==> src/rtl/core/mwvw_pkg.sv <==
// shared widths, stage payload types and the quarter-wave sine rom contents
package mwvw_pkg;

	localparam int SINE_TABLE_BITS = 10;
	localparam int TABLE_N         = 1 << SINE_TABLE_BITS;
	localparam int ROM_ADDR_W      = SINE_TABLE_BITS + 1;
	localparam int SINE_W          = 15;
	localparam int TRIG_W          = SINE_W + 1;

	localparam int VEL_W      = 16;
	localparam int HEADING_W  = 16;
	localparam int CFG_W      = 16;
	localparam int CFG_INDEX_W = 8;
	localparam int PROD16_W   = 2 * VEL_W;
	localparam int ROT_W      = VEL_W + CFG_W + 1;
	localparam int BODY_W     = PROD16_W + 3;
	localparam int SUM_W      = BODY_W;
	localparam int PROD_W     = SUM_W + CFG_W + 1;
	localparam int WHEEL_W    = 24;
	localparam int ROUND_SHIFT = 24;
	localparam int ROUND_HALF  = 1 << (ROUND_SHIFT - 1);

	localparam logic [CFG_INDEX_W-1:0] REG_INV_RADIUS = CFG_INDEX_W'(0);
	localparam logic [CFG_INDEX_W-1:0] REG_LEVER_ARM  = CFG_INDEX_W'(1);

	localparam logic [CFG_W-1:0] INV_RADIUS_RESET = CFG_W'(5120);
	localparam logic [CFG_W-1:0] LEVER_ARM_RESET  = CFG_W'(14408);

	localparam logic signed [WHEEL_W-1:0] WHEEL_MAX = {1'b0, {(WHEEL_W-1){1'b1}}};
	localparam logic signed [WHEEL_W-1:0] WHEEL_MIN = {1'b1, {(WHEEL_W-1){1'b0}}};

	// taylor series of sine in unsigned q30, pi/2 in q30
	localparam longint unsigned HALF_PI_Q30 = 64'd1686629713;
	localparam longint unsigned TAYLOR_DIV [8] = '{64'd6, 64'd20, 64'd42, 64'd72,
		64'd110, 64'd156, 64'd210, 64'd272};
	localparam longint SINE_ONE = 64'sd16384;

	typedef logic [SINE_W-1:0] sine_rom_t [TABLE_N+1];

	typedef struct packed {
		logic signed [VEL_W-1:0]  yaw;
		logic signed [VEL_W-1:0]  dx;
		logic signed [VEL_W-1:0]  dy;
		logic signed [TRIG_W-1:0] sin_v;
		logic signed [TRIG_W-1:0] cos_v;
	} trig_t;

	typedef struct packed {
		logic signed [BODY_W-1:0] vx;
		logic signed [BODY_W-1:0] vy;
		logic signed [ROT_W-1:0]  rot;
	} body_t;

	typedef struct packed {
		logic signed [WHEEL_W-1:0] fl;
		logic signed [WHEEL_W-1:0] fr;
		logic signed [WHEEL_W-1:0] rl;
		logic signed [WHEEL_W-1:0] rr;
	} wheels_t;

	function automatic logic [SINE_W-1:0] sine_entry(input int unsigned k);
		longint unsigned x;
		longint unsigned x2;
		longint unsigned term;
		longint          acc;
		x    = (longint'(k) * HALF_PI_Q30) >> SINE_TABLE_BITS;
		x2   = (x * x) >> 30;
		term = x;
		acc  = longint'(x);
		for (int n = 1; n <= 8; n++) begin
			term = ((term * x2) >> 30) / TAYLOR_DIV[n-1];
			if ((n % 2) == 1) begin
				acc = acc - longint'(term);
			end else begin
				acc = acc + longint'(term);
			end
		end
		if (acc < 0) begin
			acc = 0;
		end
		acc = (acc + 32768) >>> 16;
		if (acc > SINE_ONE) begin
			acc = SINE_ONE;
		end
		return acc[SINE_W-1:0];
	endfunction

	function automatic sine_rom_t build_sine_rom();
		sine_rom_t rom;
		for (int k = 0; k <= TABLE_N; k++) begin
			rom[k] = sine_entry(k);
		end
		return rom;
	endfunction

	localparam sine_rom_t SINE_ROM = build_sine_rom();

endpackage

==> src/rtl/core/mwvw_rotate.sv <==
// stages 2 and 3: world to body rotation products and the yaw lever term
module mwvw_rotate (
	input  logic                         clk,
	input  logic                         arst_n,
	input  logic [mwvw_pkg::CFG_W-1:0]   lever_arm,
	input  logic                         in_valid,
	output logic                         in_ready,
	input  mwvw_pkg::trig_t              in_data,
	output logic                         out_valid,
	input  logic                         out_ready,
	output mwvw_pkg::body_t              out_data
);
	import mwvw_pkg::*;

	logic                       valid_s2;
	logic signed [PROD16_W-1:0] dxc_s2;
	logic signed [PROD16_W-1:0] dys_s2;
	logic signed [PROD16_W-1:0] dxs_s2;
	logic signed [PROD16_W-1:0] dyc_s2;
	logic signed [ROT_W-1:0]    rot_s2;

	logic                       valid_s3;
	logic signed [BODY_W-1:0]   vx_s3;
	logic signed [BODY_W-1:0]   vy_s3;
	logic signed [ROT_W-1:0]    rot_s3;

	logic en_s2;
	logic en_s3;

	assign en_s3    = !valid_s3 || out_ready;
	assign en_s2    = !valid_s2 || en_s3;
	assign in_ready = en_s2;

	always_ff @(posedge clk or negedge arst_n) begin
		if (!arst_n) begin
			valid_s2 <= 1'b0;
			valid_s3 <= 1'b0;
		end else begin
			if (en_s2) begin
				valid_s2 <= in_valid;
			end
			if (en_s3) begin
				valid_s3 <= valid_s2;
			end
		end
	end

	always_ff @(posedge clk) begin
		if (en_s2) begin
			dxc_s2 <= in_data.dx * in_data.cos_v;
			dys_s2 <= in_data.dy * in_data.sin_v;
			dxs_s2 <= in_data.dx * in_data.sin_v;
			dyc_s2 <= in_data.dy * in_data.cos_v;
			rot_s2 <= in_data.yaw * $signed({1'b0, lever_arm});
		end
	end

	// q.26 products lifted to q.28
	always_ff @(posedge clk) begin
		if (en_s3) begin
			vx_s3  <= (BODY_W'(dxc_s2) + BODY_W'(dys_s2)) <<< 2;
			vy_s3  <= (BODY_W'(dyc_s2) - BODY_W'(dxs_s2)) <<< 2;
			rot_s3 <= rot_s2;
		end
	end

	assign out_valid    = valid_s3;
	assign out_data.vx  = vx_s3;
	assign out_data.vy  = vy_s3;
	assign out_data.rot = rot_s3;

endmodule

==> config.mk <==
export PLATFORM = sky130hd
export DESIGN_NAME = mwvw_rotate
export DESIGN_NICKNAME = d
export VERILOG_FILES = /design/src/rtl/core/mwvw_pkg.sv /design/src/rtl/core/mwvw_rotate.sv
export SDC_FILE = /design/constraint.sdc
export NUM_CORES = 2
export LEC_CHECK = 0
export BUFFER_PORTS_ARGS = -buffer_cell sky130_fd_sc_hd__buf_2
export CAP_MARGIN = 0
export CORE_MARGIN = 2
export CORE_UTILIZATION = 60
export DETAILED_ROUTE_END_ITERATION = 10
export GPL_TIMING_DRIVEN = 0
export HOLD_SLACK_MARGIN = 0.15
export PLACE_DENSITY = 0.84
export RECOVER_POWER = 50
export SLEW_MARGIN = 10
export SYNTH_ARGS = -nofsm -noshare
export SYNTH_HDL_FRONTEND = slang
export SYNTH_SLANG_ARGS = --single-unit
==> constraint.sdc <==
create_clock -name clk -period 5.7 [get_ports clk]
set_input_delay 0 -clock clk [delete_from_list [all_inputs] [get_ports clk]]
set_output_delay 0 -clock clk [all_outputs]
set_load 0.005 [all_outputs]
## Word-level counts from Yosys, hierarchy flattened

Cells that the tools add are included.

- Input bits: 100
- Logic and storage cells: 21
- Output and inout bits: 105
- Register bits: 262

- $mul: 5
- Reductions and logical operators: 4
- Add/subtract/negate cells: 2

Operators by type and width:

| kind | count |
|---|---|
| 16-bit by 16-bit multiplier with 32-bit output | 4 |
| 32-bit by 32-bit adder with 33-bit output | 1 |
| 16-bit by 17-bit multiplier with 33-bit output | 1 |
| 32-bit by 32-bit subtractor with 33-bit output | 1 |
| 1-bit logical NOT | 2 |
| 1-bit logical OR | 2 |

## Depth between registers and ports, before layout

- Word-level depth: 3
- Mapped depth: 25
- Gate-level depth less buffers: 24

## Worst setup path before layout

OpenSTA, ideal clock, no wires.

- Path type: input to register
- Start: in in_data[17] (netlist name)
- End: reg dys_s2[31], data pin
- Setup slack: -318 ps
- Required time: 5442 ps
- Arrival: 5761 ps
- Stages: 21
- Library setup time: 258 ps
- Buffers on the path: 1
- Path through: clkbuf_1 nand2_1 fa_1 fa_1 inv_1 fa_1 inv_1 fa_1 fa_1 fa_1 inv_1 ha_1 a21o_1 a221oi_2 o211a_1 o31a_1 o21ai_1 a2111oi_2 o31ai_1 o41a_1 xnor2_1

- Word-level cells in the longest chain between the ends: 1

Ends and longest elaborated chain:

| element | RTL line | source |
|---|---|---|
| start: declaration | mwvw_rotate.sv:8 | `input mwvw_pkg::trig_t in_data,` |
| 16-bit by 16-bit multiplier with 32-bit output | mwvw_rotate.sv:51 | `dys_s2 <= in_data.dy * in_data.sin_v;` |
| end signal: assignment | mwvw_rotate.sv:51 |  |
| end: declaration | mwvw_rotate.sv:17 | `logic signed [PROD16_W-1:0] dys_s2;` |

No other way between the ends.
A chain may end at the register's enable or synchronous reset.

## Final worst setup path

- Start: in in_data[12] (netlist name)
- End: reg dyc_s2[22], data pin

- Word-level cells in the longest chain between the ends: 1

Ends and longest elaborated chain:

| element | RTL line | source |
|---|---|---|
| 16-bit by 16-bit multiplier with 32-bit output | mwvw_rotate.sv:53 | `dyc_s2 <= in_data.dy * in_data.cos_v;` |
| end signal: assignment | mwvw_rotate.sv:53 |  |
| end: declaration | mwvw_rotate.sv:19 | `logic signed [PROD16_W-1:0] dyc_s2;` |

No other way between the ends.

==> results.yml <==
setup_path:
  critical_path.endpoint_type: "flop"
  rrSetupSlack_ns: 1.78
  r2r-end: "rot_s3[21]$_DFFE_PP_"
  path_max_fanout: 10
  rr_worst_depth: 2
  reg2reg_from: "out_valid$_DFFE_PN0P_"
  crit_arrival_ns: 6.15
  crit_path_start_kind: "primary input"
  crit_required_ns: 6.12
  path_class: "in2reg"
placed_design:
  port_buffers: 200
  dp_hpwl_um: 139000
  gp_congestion: 1.06
min_path:
  hp-start: "out_ready"
  hold_path_depth: 2
  hold_path_class: "in2reg"
  hold-path-endpoint: "dxs_s2[3]$_DFFE_PP_"
grt:
  grt_max_degree: 55
  grt_usage_pct: 36.2
  overflow: 0
  grt_pass1_vias: 45789
  antenna_found_initial: 19
  grt_pass1_wl_um: 268000
sta:
  min_period_over_period_pct: 101
  drv_slew: 103
  setup_ws_ns: -0.0333
  finalSetupViolCount: 3
  maxSlewHeadroom_pct: -56.6
  rsz0062_at_grt: "true"
  fin_crit_ns: 5.73
  worst_pin_slew_ns: 2.35
  clock_skew_ns: 0.0172
  fin_setup_tns_ns: -0.0841
  hold_viol_final: 0
  max_freq_mhz: 174
status:
  violations: "capacitance limit, slew limit, setup timing"
  status: "finished, violations left"
floorplanning:
  rows: 114
  io_pins: 205
  dieArea_mm2: 0.100
  core-area_mm2: 0.0969
  dieWidth_um: 317
  initial_core_util_pct: 60.6
  die_h_um: 317
yosys:
  synth_area_leaders: "fa_1, edfxtp_1, ha_1"
  syn_area_mm2: 0.0587
  synth_top_area_share_pct: 42.4
  postSynthAreaPerCell_um2: 9.78
  synth-seq-cells: 262
  ys_top_cells_by_count: "inv_1, fa_1, nand2_1, and2_1, ha_1"
  synth.largest_area_cell: "fa_1"
  synthCells: 5999
  synth_edf_count: 260
  yosysWarningCount: 0
  async_flop_share_pct: 0.763
  synth.most_common_cell: "inv_1"
  synth_cell_types: 74
  seq_area_frac_synth_pct: 13.4
  ys_dominant_reg_cell: "edfxtp_1"
clock_tree:
  htreeDepth: 1
  clock_latency_ns: 0.63
  cts_buffers: 31
  tritoncts: "built"
  clock_sinks: 262
  root_buffer: "clkbuf_16"
  clk_pin_slew_ns: 0.06
  cts_buffer_depth: 3
layout:
  fin_nets: 8247
  areaGrowthSynthToFinish_pct: 14.0
  fill_cells: 6997
  layout-drive-gt1-share_pct: 11.0
drt:
  first_pass_iters: 6
  drcViolationCount: 0
  wl_per_cell_um: 23.2
  routed_wl_um: 179000
  avgViaCountPerCell: 5.75
  antenna_left: 0
  first_iter_violations: 4426
  vias: 44255
run:
  max_cap_violations: 2
cells in the final DEF, fill, tap and decap left out, types with 11 or more instances in the layout:
cell type	Yosys	final
o21a_1	44	42
fa_1	1244	1222
nor3_1	16	14
nor2b_1	14	14
a21oi_1	156	141
o21ai_1	4	12
a21o_1	70	70
clkbuf_4	0	44
and2_4	0	11
inv_2	0	16
nand2b_1	50	50
nand2_1	639	632
dlygate4sd3_1	0	13
and2_0	0	11
nor2_1	164	160
xor2_1	46	45
a211oi_1	21	17
clkbuf_1	221	89
a31oi_1	16	12
and3_1	20	17
buf_2	0	79
diode_2	0	11
edfxtp_1	260	260
ha_1	514	483
and2_1	622	600
o21bai_1	26	25
inv_1	1436	1418
xnor2_1	180	177
a21oi_2	0	11
clkbuf_16	0	69
o21ai_0	81	65
buf_8	0	47
nand3_1	21	21
ha_4	0	22
buf_4	4	167
buf_6	0	39
buf_12	0	21
clkbuf_2	0	25
fa_2	0	22
clkbuf_8	0	21
state kept, by name, summed over array words and instances (netlist names):
name / count
valid_s2: 1
dxc_s2: 32
rot_s3: 33
vx_s3: 33
vy_s3: 33
out_valid: 1
dys_s2: 32
dxs_s2: 32
rot_s2: 33
dyc_s2: 32
how the worst max path moves through the flow:
| stage | from | endpoint | depth (start not counted) | slack, ns |
|---|---|---|---|---|
| 2_1_floorplan | in_data[39] | dys_s2[31]$_DFFE_PP_ | 21 | -0.07 |
| 3_3_place_gp | out_valid$_DFFE_PN0P_ | dxc_s2[31]$_DFFE_PP_ | 1 | -2.37 |
| 3_5_place_dp | in_data[56] | dxc_s2[29]$_DFFE_PP_ | 24 | -1.82 |
| 4_1_cts | in_data[55] | dxc_s2[29]$_DFFE_PP_ | 24 | -0.009 |
| 5_1_grt | in_data[39] | dyc_s2[22]$_DFFE_PP_ | 25 | -0.14 |
| 6_report | in_data[12] | dyc_s2[22]$_DFFE_PP_ | 25 | -0.03 |
area by class of cell:
cell class,instances,area (um2),share of cell area (%)
Multi-Input combinational cell,4076,45600,68.1
Inverter,1437,5400,8.08
Tap cell,1276,1600,2.39
Sequential cell,262,7860,11.7
Antenna cell,11,27.5,0.0411
Clock inverter,22,224,0.335
Timing Repair Buffer,362,2640,3.94
Buffer,219,2780,4.15
Clock buffer,35,791,1.18
metal layers:
metal	vias to the layer above	part of all wire [%]	global-route usage (%)
li1	18845	-	-
met1	22322	38	49.6
met2	2540	43	53.0
met3	538	13	10.9
met4	10	6.1	17.2
met5	-	0.031	0.710
worst max-delay path: stages:
cell and delay [ns]:
buf_2 0.21, buf_2 0.36, nand2_1 0.12, fa_1 0.49, inv_1 0.06, fa_1 0.57
fa_1 0.46, fa_1 0.48, fa_1 0.50, inv_1 0.06, fa_1 0.48, inv_1 0.05
ha_1 0.34, nand2_1 0.13, nor2_2 0.15, nand4_1 0.20, nor3_4 0.31, a2111oi_4 0.05
buf_4 0.18, buf_4 0.16, o21bai_1 0.12, a21o_1 0.16, a21o_1 0.14, a21oi_2 0.06
xnor2_1 0.30
repair_timing:
action,in CTS,in global routing
gates resized for setup,498,443
gates cloned,0,3
hold buffers,13,0
endpoints found under the hold margin,12,0
pin swaps,24,118
endpoints found under the setup margin,61,30
buffers inserted,41,94
kinds of logic (layout without fill, tap and decap cells):
group	count (synthesis)	count (layout)	share of synthesized area, %
DFF	262	262	13.4
adders and majority gates	1758	1758	53.4
other	1	15	0.00639
buffers and inverters	1664	2075	10.7
xor gates and xnor gates	226	226	3.37
AOI/OAI and AO/OA	507	507	5.75
muxes	1	1	0.0192
and+or+nand+nor	1580	1580	13.4
per-stage QoR:
step | cell area [um2] | cells | setup WS, ns | hold slack (ns) | util [%]
2_1_floorplan | 59000 | 6002 | -0.0749 | -0.296 | -
3_3_place_gp | 61600 | 7478 | -2.37 | -0.215 | 63.6
3_5_place_dp | 61800 | 7489 | -1.82 | -0.213 | 63.8
4_1_cts | 65100 | 7593 | -0.00932 | 0.166 | 67.3
5_1_grt | 66900 | 7690 | -0.137 | 0.134 | 69.0
6_report | 66900 | 7700 | -0.0333 | 0.110 | 69.1
Power is left out: the tool's default activity adds up to more than one toggle a clock period on the data nets, which glitch-free logic cannot reach.
